## config.mk

```make
export PLATFORM = sky130hd
export DESIGN_NAME = trajectory_speed_accel_checker_top_flat
export DESIGN_NICKNAME = d
export VERILOG_FILES = /design/src/hw/rtl/tsac_pkg.sv /design/src/hw/rtl/tsac_in_if.sv /design/src/hw/rtl/tsac_out_if.sv /design/src/hw/rtl/tsac_iter.sv /design/src/hw/rtl/trajectory_speed_accel_checker_top.sv /design/src/flat_wrapper.sv
export SDC_FILE = /design/constraint.sdc
export NUM_CORES = 2
export LEC_CHECK = 0
export BUFFER_PORTS_ARGS = -buffer_cell sky130_fd_sc_hd__buf_2
export CORE_MARGIN = 3
export CORE_UTILIZATION = 60
export DETAILED_ROUTE_END_ITERATION = 16
export PLACE_DENSITY = 0.74
export SETUP_SLACK_MARGIN = 0.05
export SLEW_MARGIN = 20
export SYNTH_ARGS = -nofsm -noshare
export SYNTH_HDL_FRONTEND = slang
export SYNTH_SLANG_ARGS = --single-unit
```

## constraint.sdc

```tcl
create_clock -name i_clk -period 14.5 [get_ports i_clk]
set_input_delay 0.725 -clock i_clk [delete_from_list [all_inputs] [get_ports i_clk]]
set_output_delay 0.725 -clock i_clk [all_outputs]
set_load 0.1 [all_outputs]
```

## src/hw/rtl/tsac_pkg.sv

```systemverilog
// Shared types and constants of the trajectory speed and acceleration checker.
package tsac_pkg;

    // Default parameter values.
    localparam int DEF_COORD_BITS = 24;
    localparam int DEF_WINDOW_MAX = 64;

    // Value ranges.
    localparam logic [23:0] VAL_MAX = 24'hFFFFFF;
    localparam logic [16:0] ONE_Q16 = 17'h10000;

    // Configuration register reset values.
    localparam logic [9:0]  RST_STEP_RATE   = 10'd50;
    localparam logic [6:0]  RST_AVG_WINDOW  = 7'd10;
    localparam logic [23:0] RST_SPEED_LIMIT = 24'd5632;
    localparam logic [23:0] RST_ACCEL_LIMIT = 24'd2304;

    // Configuration register indexes.
    typedef enum logic [1:0] {
        CFG_STEP_RATE   = 2'd0,
        CFG_AVG_WINDOW  = 2'd1,
        CFG_SPEED_LIMIT = 2'd2,
        CFG_ACCEL_LIMIT = 2'd3
    } t_cfg_idx;

    // Iterative unit widths and step counts.
    localparam int ITER_W = 48;
    localparam int DEN_W  = 24;
    localparam logic [5:0] STEPS_SQRT  = 6'd24;
    localparam logic [5:0] STEPS_AVG   = 6'd32;
    localparam logic [5:0] STEPS_ACCEL = 6'd34;
    localparam logic [5:0] STEPS_RATIO = 6'd40;

    // Request to the shared iterative unit.
    typedef struct packed {
        logic       start;
        logic       is_sqrt;
        logic [5:0] steps;
    } t_iter_req;

endpackage

```

## src/hw/rtl/tsac_in_if.sv

```systemverilog
// Input channel: one path point per transaction.
interface tsac_in_if #(
    parameter int COORD_BITS = 24
);
    logic                         valid;
    logic                         ready;
    logic signed [COORD_BITS-1:0] pos_x;
    logic signed [COORD_BITS-1:0] pos_y;
    logic                         last;

    modport source (output valid, output pos_x, output pos_y, output last, input ready);
    modport sink   (input valid, input pos_x, input pos_y, input last, output ready);
endinterface

```

## src/hw/rtl/tsac_out_if.sv

```systemverilog
// Output channel: one ratio and peak report per transaction.
interface tsac_out_if;
    logic        valid;
    logic        ready;
    logic [16:0] speed_ratio;
    logic [16:0] accel_ratio;
    logic [23:0] peak_speed;
    logic [23:0] peak_accel;

    modport source (output valid, output speed_ratio, output accel_ratio,
                    output peak_speed, output peak_accel, input ready);
    modport sink   (input valid, input speed_ratio, input accel_ratio,
                    input peak_speed, input peak_accel, output ready);
endinterface

```

## src/hw/rtl/tsac_iter.sv

```systemverilog
// Shared iterative unit: restoring division one bit a cycle, square root two bits a cycle.
module tsac_iter
    import tsac_pkg::*;
(
    input  logic              i_clk,
    input  logic              i_rst_n,
    input  t_iter_req         i_req,
    input  logic [ITER_W-1:0] i_num,
    input  logic [DEN_W-1:0]  i_den,
    output logic              o_done,
    output logic [ITER_W-1:0] o_quo
);
    logic              r_busy;
    logic              r_done;
    logic [5:0]        r_cnt;
    logic              r_sqrt;
    logic [ITER_W-1:0] r_num;
    logic [ITER_W-1:0] r_q;
    logic [25:0]       r_rem;
    logic [DEN_W-1:0]  r_den;

    logic [27:0] cand;
    logic [27:0] trial;
    logic [27:0] diff;
    logic        ge;

    // One step: shift in the next numerator bits and try a subtraction.
    always_comb begin
        if (r_sqrt) begin
            cand  = {r_rem, r_num[ITER_W-1 -: 2]};
            trial = {2'b00, r_q[23:0], 2'b01};
        end else begin
            cand  = {1'b0, r_rem, r_num[ITER_W-1]};
            trial = {4'b0000, r_den};
        end
        ge   = (cand >= trial);
        diff = cand - trial;
    end

    // Control.
    always_ff @(posedge i_clk) begin
        if (!i_rst_n) begin
            r_busy <= 1'b0;
            r_done <= 1'b0;
            r_cnt  <= '0;
        end else begin
            r_done <= 1'b0;
            if (i_req.start) begin
                r_busy <= 1'b1;
                r_cnt  <= i_req.steps;
            end else if (r_busy) begin
                r_cnt <= r_cnt - 6'd1;
                if (r_cnt == 6'd1) begin
                    r_busy <= 1'b0;
                    r_done <= 1'b1;
                end
            end
        end
    end

    // Operands and partial results.
    always_ff @(posedge i_clk) begin
        if (i_req.start) begin
            r_sqrt <= i_req.is_sqrt;
            r_num  <= i_num;
            r_den  <= i_den;
            r_q    <= '0;
            r_rem  <= '0;
        end else if (r_busy) begin
            r_num <= r_sqrt ? {r_num[ITER_W-3:0], 2'b00} : {r_num[ITER_W-2:0], 1'b0};
            r_q   <= {r_q[ITER_W-2:0], ge};
            r_rem <= ge ? diff[25:0] : cand[25:0];
        end
    end

    assign o_done = r_done;
    assign o_quo  = r_q;
endmodule

```

## src/hw/rtl/trajectory_speed_accel_checker_top.sv

```systemverilog
// Top level of the trajectory speed and acceleration checker.
//
// One point is taken per input transaction; the block is busy until the point is done.
// The first point of a path is only stored. Any other point without a closing window
// keeps it busy for the squares, the step rate products and the speed square root; a huge
// step or a zero step rate skips the products and the square root. A point that closes a
// window adds the window average and, from the second window on, the acceleration
// division. The point marked last adds up to two ratio divisions, then offers one result,
// and waits while an earlier result has not yet been taken.
// All square roots and divisions run one after another through a single iterative
// unit, squares through one 24 by 24 multiplier and products with the step rate
// through one 48 by 10 multiplier.
module trajectory_speed_accel_checker_top
    import tsac_pkg::*;
#(
    parameter int COORD_BITS = DEF_COORD_BITS,
    parameter int WINDOW_MAX = DEF_WINDOW_MAX
) (
    input  logic        i_clk,
    input  logic        i_rst_n,
    input  logic        i_cfg_we,
    input  logic [1:0]  i_cfg_idx,
    input  logic [23:0] i_cfg_data,
    tsac_in_if.sink     i_pt,
    tsac_out_if.source  o_res
);
    localparam int WBITS = $clog2(WINDOW_MAX + 1);
    localparam int SUM_W = 24 + $clog2(WINDOW_MAX);

    typedef enum logic [16:0] {
        S_IDLE  = 17'h00001,
        S_SQX   = 17'h00002,
        S_SQY   = 17'h00004,
        S_MR1   = 17'h00008,
        S_MR2   = 17'h00010,
        S_MR3   = 17'h00020,
        S_SQRT  = 17'h00040,
        S_ACCUM = 17'h00080,
        S_AVG   = 17'h00100,
        S_ACCM  = 17'h00200,
        S_ACCD  = 17'h00400,
        S_ACCW  = 17'h00800,
        S_CHKL  = 17'h01000,
        S_RSW   = 17'h02000,
        S_RA0   = 17'h04000,
        S_RAW   = 17'h08000,
        S_OUT   = 17'h10000
    } t_state;

    // Configuration registers.
    logic [9:0]  r_step_rate;
    logic [6:0]  r_avg_window;
    logic [23:0] r_speed_limit;
    logic [23:0] r_accel_limit;

    // Path state.
    t_state                  r_state, n_state;
    logic [COORD_BITS-1:0]   r_prev_x, r_prev_y;
    logic                    r_have_prev;
    logic [WBITS-1:0]        r_cnt;
    logic [SUM_W-1:0]        r_sum;
    logic [23:0]             r_prev_avg;
    logic                    r_have_avg;
    logic [23:0]             r_max_spd;
    logic [23:0]             r_max_acc;

    // Working registers.
    logic [COORD_BITS-1:0]   r_ax, r_ay;
    logic                    r_last;
    logic [48:0]             r_d2;
    logic [57:0]             r_p;
    logic [23:0]             r_spd;
    logic [23:0]             r_diff;
    logic [16:0]             r_srat, r_arat;

    // Output register.
    logic                    r_out_valid;
    logic [16:0]             r_out_srat, r_out_arat;
    logic [23:0]             r_out_pspd, r_out_pacc;

    // Shared units.
    t_iter_req         iter_req;
    logic [ITER_W-1:0] iter_num;
    logic [DEN_W-1:0]  iter_den;
    logic              iter_done;
    logic [ITER_W-1:0] iter_quo;
    logic [23:0]       sq_a;
    logic [47:0]       sq_p;
    logic [47:0]       rm_a;
    logic [57:0]       rm_p;

    // Derived values.
    logic [WBITS-1:0]      w;
    logic [8:0]            aw9;
    logic [COORD_BITS:0]   dx, dy;
    logic [32:0]           ax33, ay33;
    logic                  huge;
    logic                  p_ovf;
    logic [WBITS-1:0]      cnt_inc;
    logic                  win_close;
    logic [SUM_W-1:0]      sum_inc;
    logic [23:0]           avg;
    logic [23:0]           acc;
    logic                  accept;
    logic                  out_load;

    assign accept   = i_pt.valid && i_pt.ready;
    assign out_load = (r_state == S_OUT) && (!r_out_valid || o_res.ready);

    // Window length clamped to one through the maximum.
    always_comb begin
        aw9 = 9'(r_avg_window);
        if (aw9 == 9'd0) begin
            w = WBITS'(1);
        end else if (aw9 > 9'(WINDOW_MAX)) begin
            w = WBITS'(WINDOW_MAX);
        end else begin
            w = WBITS'(aw9);
        end
    end

    // Step deltas against the previous point.
    assign dx = {i_pt.pos_x[COORD_BITS-1], i_pt.pos_x} - {r_prev_x[COORD_BITS-1], r_prev_x};
    assign dy = {i_pt.pos_y[COORD_BITS-1], i_pt.pos_y} - {r_prev_y[COORD_BITS-1], r_prev_y};

    assign ax33  = 33'(r_ax);
    assign ay33  = 33'(r_ay);
    assign huge  = (|ax33[32:24]) || (|ay33[32:24]);
    assign p_ovf = |r_p[57:48];

    assign cnt_inc   = r_cnt + WBITS'(1);
    assign win_close = ({1'b0, cnt_inc} >= {1'b0, w});
    assign sum_inc   = r_sum + SUM_W'(r_spd);
    assign avg       = iter_quo[23:0];
    assign acc       = (|iter_quo[33:24]) ? VAL_MAX : iter_quo[23:0];

    // Squarer for the step deltas.
    assign sq_a = (r_state == S_SQY) ? ay33[23:0] : ax33[23:0];
    assign sq_p = 48'(sq_a) * 48'(sq_a);

    // Step rate multiplier operand selection.
    always_comb begin
        unique case (r_state)
            S_MR1:   rm_a = r_d2[47:0];
            S_MR2:   rm_a = r_p[47:0];
            S_ACCM:  rm_a = 48'(r_diff);
            default: rm_a = '0;
        endcase
    end
    assign rm_p = 58'(rm_a) * 58'(r_step_rate);

    // Sequencer and requests to the iterative unit.
    always_comb begin
        n_state  = r_state;
        iter_req = '0;
        iter_num = '0;
        iter_den = '0;
        unique case (r_state)
            S_IDLE: begin
                if (accept) begin
                    n_state = r_have_prev ? S_SQX : S_CHKL;
                end
            end
            S_SQX: begin
                n_state = (r_step_rate == 10'd0 || huge) ? S_ACCUM : S_SQY;
            end
            S_SQY: n_state = S_MR1;
            S_MR1: n_state = r_d2[48] ? S_ACCUM : S_MR2;
            S_MR2: n_state = p_ovf ? S_ACCUM : S_MR3;
            S_MR3: begin
                if (p_ovf) begin
                    n_state = S_ACCUM;
                end else begin
                    iter_req = '{start: 1'b1, is_sqrt: 1'b1, steps: STEPS_SQRT};
                    iter_num = r_p[47:0];
                    n_state  = S_SQRT;
                end
            end
            S_SQRT: if (iter_done) n_state = S_ACCUM;
            S_ACCUM: begin
                if (win_close) begin
                    iter_req = '{start: 1'b1, is_sqrt: 1'b0, steps: STEPS_AVG};
                    iter_num = {32'(sum_inc), 16'h0000};
                    iter_den = DEN_W'(w);
                    n_state  = S_AVG;
                end else begin
                    n_state = S_CHKL;
                end
            end
            S_AVG: if (iter_done) n_state = r_have_avg ? S_ACCM : S_CHKL;
            S_ACCM: n_state = S_ACCD;
            S_ACCD: begin
                iter_req = '{start: 1'b1, is_sqrt: 1'b0, steps: STEPS_ACCEL};
                iter_num = {r_p[33:0], 14'h0000};
                iter_den = DEN_W'(w);
                n_state  = S_ACCW;
            end
            S_ACCW: if (iter_done) n_state = S_CHKL;
            S_CHKL: begin
                if (!r_last) begin
                    n_state = S_IDLE;
                end else if (r_max_spd > r_speed_limit) begin
                    iter_req = '{start: 1'b1, is_sqrt: 1'b0, steps: STEPS_RATIO};
                    iter_num = {r_speed_limit, 24'h000000};
                    iter_den = r_max_spd;
                    n_state  = S_RSW;
                end else begin
                    n_state = S_RA0;
                end
            end
            S_RSW: if (iter_done) n_state = S_RA0;
            S_RA0: begin
                if (r_max_acc > r_accel_limit) begin
                    iter_req = '{start: 1'b1, is_sqrt: 1'b0, steps: STEPS_RATIO};
                    iter_num = {r_accel_limit, 24'h000000};
                    iter_den = r_max_acc;
                    n_state  = S_RAW;
                end else begin
                    n_state = S_OUT;
                end
            end
            S_RAW: if (iter_done) n_state = S_OUT;
            S_OUT: if (!r_out_valid || o_res.ready) n_state = S_IDLE;
            default: n_state = S_IDLE;
        endcase
    end

    // Configuration writes.
    always_ff @(posedge i_clk) begin
        if (!i_rst_n) begin
            r_step_rate   <= RST_STEP_RATE;
            r_avg_window  <= RST_AVG_WINDOW;
            r_speed_limit <= RST_SPEED_LIMIT;
            r_accel_limit <= RST_ACCEL_LIMIT;
        end else if (i_cfg_we) begin
            unique case (t_cfg_idx'(i_cfg_idx))
                CFG_STEP_RATE:   r_step_rate   <= i_cfg_data[9:0];
                CFG_AVG_WINDOW:  r_avg_window  <= i_cfg_data[6:0];
                CFG_SPEED_LIMIT: r_speed_limit <= i_cfg_data;
                CFG_ACCEL_LIMIT: r_accel_limit <= i_cfg_data;
                default: ;
            endcase
        end
    end

    // Path state and output handshake.
    always_ff @(posedge i_clk) begin
        if (!i_rst_n) begin
            r_state     <= S_IDLE;
            r_have_prev <= 1'b0;
            r_cnt       <= '0;
            r_sum       <= '0;
            r_prev_avg  <= '0;
            r_have_avg  <= 1'b0;
            r_max_spd   <= '0;
            r_max_acc   <= '0;
            r_out_valid <= 1'b0;
        end else begin
            r_state <= n_state;
            if (out_load) begin
                r_out_valid <= 1'b1;
            end else if (r_out_valid && o_res.ready) begin
                r_out_valid <= 1'b0;
            end
            unique case (r_state)
                S_IDLE: if (accept) r_have_prev <= 1'b1;
                S_ACCUM: begin
                    if (r_spd > r_max_spd) r_max_spd <= r_spd;
                    if (win_close) begin
                        r_sum <= '0;
                        r_cnt <= '0;
                    end else begin
                        r_sum <= sum_inc;
                        r_cnt <= cnt_inc;
                    end
                end
                S_AVG: begin
                    if (iter_done) begin
                        r_prev_avg <= avg;
                        r_have_avg <= 1'b1;
                    end
                end
                S_ACCW: if (iter_done && acc > r_max_acc) r_max_acc <= acc;
                S_OUT: begin
                    if (out_load) begin
                        r_have_prev <= 1'b0;
                        r_cnt       <= '0;
                        r_sum       <= '0;
                        r_prev_avg  <= '0;
                        r_have_avg  <= 1'b0;
                        r_max_spd   <= '0;
                        r_max_acc   <= '0;
                    end
                end
                default: ;
            endcase
        end
    end

    // Working data.
    always_ff @(posedge i_clk) begin
        unique case (r_state)
            S_IDLE: begin
                if (accept) begin
                    r_prev_x <= i_pt.pos_x;
                    r_prev_y <= i_pt.pos_y;
                    r_last   <= i_pt.last;
                    r_ax     <= dx[COORD_BITS] ? COORD_BITS'(-dx) : dx[COORD_BITS-1:0];
                    r_ay     <= dy[COORD_BITS] ? COORD_BITS'(-dy) : dy[COORD_BITS-1:0];
                    r_srat   <= ONE_Q16;
                    r_arat   <= ONE_Q16;
                end
            end
            S_SQX: begin
                r_d2 <= 49'(sq_p);
                if (r_step_rate == 10'd0) begin
                    r_spd <= '0;
                end else if (huge) begin
                    r_spd <= VAL_MAX;
                end
            end
            S_SQY: r_d2 <= r_d2 + 49'(sq_p);
            S_MR1: begin
                r_p <= rm_p;
                if (r_d2[48]) r_spd <= VAL_MAX;
            end
            S_MR2: begin
                r_p <= rm_p;
                if (p_ovf) r_spd <= VAL_MAX;
            end
            S_MR3: if (p_ovf) r_spd <= VAL_MAX;
            S_SQRT: if (iter_done) r_spd <= iter_quo[23:0];
            S_AVG: r_diff <= (avg > r_prev_avg) ? avg - r_prev_avg : r_prev_avg - avg;
            S_ACCM: r_p <= rm_p;
            S_RSW: if (iter_done) r_srat <= iter_quo[16:0];
            S_RAW: if (iter_done) r_arat <= iter_quo[16:0];
            S_OUT: begin
                if (out_load) begin
                    r_out_srat <= r_srat;
                    r_out_arat <= r_arat;
                    r_out_pspd <= r_max_spd;
                    r_out_pacc <= r_max_acc;
                    r_prev_x   <= '0;
                    r_prev_y   <= '0;
                end
            end
            default: ;
        endcase
    end

    tsac_iter u_iter (
        .i_clk   (i_clk),
        .i_rst_n (i_rst_n),
        .i_req   (iter_req),
        .i_num   (iter_num),
        .i_den   (iter_den),
        .o_done  (iter_done),
        .o_quo   (iter_quo)
    );

    assign i_pt.ready        = (r_state == S_IDLE);
    assign o_res.valid       = r_out_valid;
    assign o_res.speed_ratio = r_out_srat;
    assign o_res.accel_ratio = r_out_arat;
    assign o_res.peak_speed  = r_out_pspd;
    assign o_res.peak_accel  = r_out_pacc;
endmodule

```

## src/flat_wrapper.sv

```systemverilog
// flat-port wrapper written by rule: the top's interface ports become plain ports
module trajectory_speed_accel_checker_top_flat import tsac_pkg::*;
#(
    parameter int COORD_BITS = DEF_COORD_BITS,
    parameter int WINDOW_MAX = DEF_WINDOW_MAX
)
  (i_clk, i_rst_n, i_cfg_we, i_cfg_idx, i_cfg_data, i_pt_valid, i_pt_pos_x, i_pt_pos_y, i_pt_last, i_pt_ready, o_res_valid, o_res_speed_ratio, o_res_accel_ratio, o_res_peak_speed, o_res_peak_accel, o_res_ready);
  tsac_in_if #(.COORD_BITS(COORD_BITS)) i_pt_i ();
  tsac_out_if o_res_i ();
  input  logic i_clk;
  input  logic i_rst_n;
  input  logic i_cfg_we;
  input  logic [1:0] i_cfg_idx;
  input  logic [23:0] i_cfg_data;
  input wire logic [$bits(i_pt_i.valid)-1:0] i_pt_valid;
  input wire logic [$bits(i_pt_i.pos_x)-1:0] i_pt_pos_x;
  input wire logic [$bits(i_pt_i.pos_y)-1:0] i_pt_pos_y;
  input wire logic [$bits(i_pt_i.last)-1:0] i_pt_last;
  output wire logic [$bits(i_pt_i.ready)-1:0] i_pt_ready;
  output wire logic [$bits(o_res_i.valid)-1:0] o_res_valid;
  output wire logic [$bits(o_res_i.speed_ratio)-1:0] o_res_speed_ratio;
  output wire logic [$bits(o_res_i.accel_ratio)-1:0] o_res_accel_ratio;
  output wire logic [$bits(o_res_i.peak_speed)-1:0] o_res_peak_speed;
  output wire logic [$bits(o_res_i.peak_accel)-1:0] o_res_peak_accel;
  input wire logic [$bits(o_res_i.ready)-1:0] o_res_ready;
  assign i_pt_i.valid = i_pt_valid;
  assign i_pt_i.pos_x = i_pt_pos_x;
  assign i_pt_i.pos_y = i_pt_pos_y;
  assign i_pt_i.last = i_pt_last;
  assign i_pt_ready = i_pt_i.ready;
  assign o_res_valid = o_res_i.valid;
  assign o_res_speed_ratio = o_res_i.speed_ratio;
  assign o_res_accel_ratio = o_res_i.accel_ratio;
  assign o_res_peak_speed = o_res_i.peak_speed;
  assign o_res_peak_accel = o_res_i.peak_accel;
  assign o_res_i.ready = o_res_ready;
  trajectory_speed_accel_checker_top #(.COORD_BITS(COORD_BITS), .WINDOW_MAX(WINDOW_MAX)) u_core (.i_clk(i_clk), .i_rst_n(i_rst_n), .i_cfg_we(i_cfg_we), .i_cfg_idx(i_cfg_idx), .i_cfg_data(i_cfg_data), .i_pt(i_pt_i), .o_res(o_res_i));
endmodule
```

==> reports/summary.json <==
{
  "run_status": {"value": "complete, no violations"},
  "cp_launch_type": {"value": "flip-flop"},
  "crit_path_max_incr_delay": {"value": 720, "unit": "ps"},
  "finClkSkew": {"value": 73.4, "unit": "ps"},
  "timing.final.crit_period": {"value": 13060, "unit": "ps"},
  "cts.hold.buffers_added": {"value": 0},
  "worst-endpoint-required": {"value": 14960, "unit": "ps"},
  "number_of_distinct_library_cells_after_synthesis": {"value": 97},
  "multi_input_comb_area": {"value": 0.0486, "unit": "mm²"},
  "port_buffers": {"value": 163},
  "initialDrtViolationCount": {"value": 5458},
  "antenna_found_initial": {"value": 16},
  "maxClockFrequency": {"value": 0.0766, "unit": "GHz"},
  "count_of_flip_flops_with_a_built_in_enable_after_synthesis": {"value": 441},
  "via_per_inst": {"value": 6.11},
  "num_vias": {"value": 58300},
  "syn_nets": {"value": 9299},
  "post_cts_buffers": {"value": 0},
  "nNetsFinal": {"value": 9302},
  "cts_sinks": {"value": 703},
  "placeableCoreArea": {"value": 0.120, "unit": "mm²"},
  "wirelength": {"value": 227, "unit": "mm"},
  "final_layout_size_suffix_gt1_share": {"value": 6.73, "unit": "%"},
  "synth_most_common_cell": {"value": "inv_1"},
  "worst_skew_pair.late_latency": {"value": 750, "unit": "ps"},
  "holdCritPathClass": {"value": "in -> reg"},
  "place.gp.congestion": {"value": 1.00},
  "yosys-top-cells-area": {"value": "fa_1, edfxtp_1, ha_1"},
  "slew_headroom": {"value": 24.0, "unit": "%"},
  "netlist.top_cell.by_area": {"value": "fa_1"},
  "dp.final_hpwl": {"value": 181, "unit": "mm"},
  "total_die_area": {"value": 0.125, "unit": "mm²"},
  "setup_viol_count_final": {"value": 0},
  "filler_cell_count": {"value": 10000},
  "synth.top_cells.by_count": {"value": "inv_1, nand2_1, fa_1"},
  "detail_route.drc_violations": {"value": 0},
  "postRouteAntennaNets": {"value": 0},
  "crit_path_max_fanout": {"value": 32},
  "timing_max_transition_violations_final": {"value": 0},
  "cp-end-kind": {"value": "flip-flop"},
  "grt_first_pass_wirelength": {"value": 347, "unit": "mm"},
  "grt_start_max_net_pins": {"value": 77},
  "num_io_pins": {"value": 164},
  "synth_seq_cells": {"value": 703},
  "rsz0062_at_grt": {"value": "false"},
  "start_util": {"value": 60.5, "unit": "%"},
  "dieWidth": {"value": 354, "unit": "µm"},
  "syn_avg_cell_area": {"value": 9.25, "unit": "µm²"},
  "numCtsBuffers": {"value": 84},
  "timing.critical_path.arrival": {"value": 13520, "unit": "ps"},
  "postSynth.topFlopCell": {"value": "edfxtp_1"},
  "ys_warn_count": {"value": 0},
  "syn-instance-count": {"value": 7859},
  "number_of_global_route_vias_before_repair": {"value": 58600},
  "tns": {"value": 0, "unit": "ps"},
  "layout.area.seq": {"value": 0.0185, "unit": "mm²"},
  "clk_pin_slew": {"value": 60, "unit": "ps"},
  "cts_resized": {"value": 0},
  "root_buffer": {"value": "clkbuf_16"},
  "drv.max_cap_violation_count": {"value": 0},
  "async_flop_share": {"value": 0, "unit": "%"},
  "clk_path_buf_depth": {"value": 3},
  "hold_viol_final": {"value": 0},
  "placementRows": {"value": 127},
  "slowest_stage": {"value": "nor4_1"},
  "tritoncts": {"value": "yes"},
  "worst_slew_pin_slew": {"value": 1140, "unit": "ps"},
  "die_y": {"value": 354, "unit": "µm"},
  "route.detailed.wl_per_inst": {"value": 23.8, "unit": "µm"},
  "yosysTopAreaCellShare": {"value": 21.9, "unit": "%"},
  "part_of_the_yosys_area_used_for_sequential_elements": {"value": 25.4, "unit": "%"},
  "crit_type": {"value": "reg -> reg"},
  "min_period_over_period": {"value": 90.1, "unit": "%"},
  "globalRouteOverflowTotal": {"value": 0},
  "area.growth.synth_to_final": {"value": 7.52, "unit": "%"},
  "grtUsageTotal": {"value": 36.2, "unit": "%"},
  "drtPass1Iterations": {"value": 10},
  "syn-cell-area": {"value": 0.0727, "unit": "mm²"},
  "htree_num_levels": {"value": 3}
}
## kinds of logic (layout without fill, tap and decap cells)
| family | Yosys count | after routing | synth area share, % |
|---|---|---|---|
| AOI/OAI and AO/OA | 1487 | 1487 | 13.8 |
| xor gates and xnor gates | 284 | 284 | 3.42 |
| adders and majority gates | 1360 | 1360 | 31.6 |
| buffers and inverters | 1531 | 1605 | 7.93 |
| DFF | 703 | 703 | 25.4 |
| muxes | 212 | 212 | 3.00 |
| other | 0 | 4 | 0 |
| and+or+nand+nor | 2282 | 2282 | 14.8 |
## metal layers
layer	vias to the layer above	part of all wire, %	GRT usage (%)
met4	6	7.1	21.3
met3	656	8.7	7.04
met2	2689	45	57.3
met1	28700	39	46.4
li1	26300	-	-
met5	-	0.019	0
## layout by cell type (no fill, tap or decap), types with 37 or more instances in the layout
| cell | n |
|---|---|
| inv_1 | 1172 |
| nand2_1 | 930 |
| fa_1 | 794 |
| ha_1 | 566 |
| nor2_1 | 444 |
| edfxtp_1 | 441 |
| a21oi_1 | 404 |
| and2_1 | 295 |
| a21o_1 | 260 |
| dfxtp_1 | 255 |
| o21ai_0 | 229 |
| xnor2_1 | 193 |
| mux2i_1 | 164 |
| buf_2 | 163 |
| nand3_1 | 140 |
| buf_4 | 105 |
| nor2b_1 | 93 |
| xor2_1 | 89 |
| nand4_1 | 87 |
| clkbuf_16 | 84 |
| a22o_1 | 66 |
| a22oi_1 | 58 |
| a211oi_1 | 51 |
| nor3_1 | 46 |
| mux2_2 | 46 |
| and3_1 | 43 |
| o211ai_1 | 40 |
| nand2b_1 | 39 |
| o21bai_1 | 37 |
## worst max-delay path, delay by kind of cell, from the launching register on
kind	cells	cell delay, ps
buf+inv	8	1350
compound gates	7	2440
simple gates	14	4470
fa+ha+maj	9	4200
flops	1	350
## state kept, by name, indices dropped and copies added (netlist names), 26 cells and up
register	count
u_core.r_d2	49
u_core.r_p	58
u_core.u_iter.r_rem	26
u_core.u_iter.o_quo	34
u_core.u_iter.r_num	48
u_core.r_sum	30
## metrics by stage
stage / setup slack (ps) / area, µm² / util [%] / instances / hold slack (ps)
after floorplan: 3440 / 72700 / - / 7859 / 400
after global placement: 1780 / 75100 / 62.5 / 9388 / 401
after detailed placement: 1520 / 75100 / 62.6 / 9388 / 405
after CTS: 1560 / 78100 / 65.0 / 9545 / 233
after global routing: 683 / 78100 / 65.1 / 9546 / 249
final: 1440 / 78200 / 65.1 / 9549 / 283
## area by class of cell
| cell class | count | area share [%] |
|---|---|---|
| flip-flops and latches | 703 | 23.7 |
| inverters | 1180 | 5.67 |
| multi-input cells | 5625 | 62.2 |
| clock buffers | 104 | 2.85 |
| diodes | 4 | 0.0128 |
| repair buffers | 268 | 2.05 |
| clock inverters | 53 | 0.965 |
| well taps | 1612 | 2.58 |
## final timing paths
path | start | to | slack, ps | cells after the start
hold / removal | i_cfg_data[10] | u_core.r_accel_limit[10] | 280 | 3
setup reg to reg | u_core.r_state[0] | u_core.r_d2[45] | 1440 | 38
setup / recovery | u_core.r_state[0] | u_core.r_d2[45] | 1440 | 38
hold reg to reg | u_core.r_srat[16] | u_core.o_res.speed_ratio[16] | 410 | 0
Power is not shown: default switching activity piles up to over one toggle a cycle in this logic, so the estimate is an artifact.
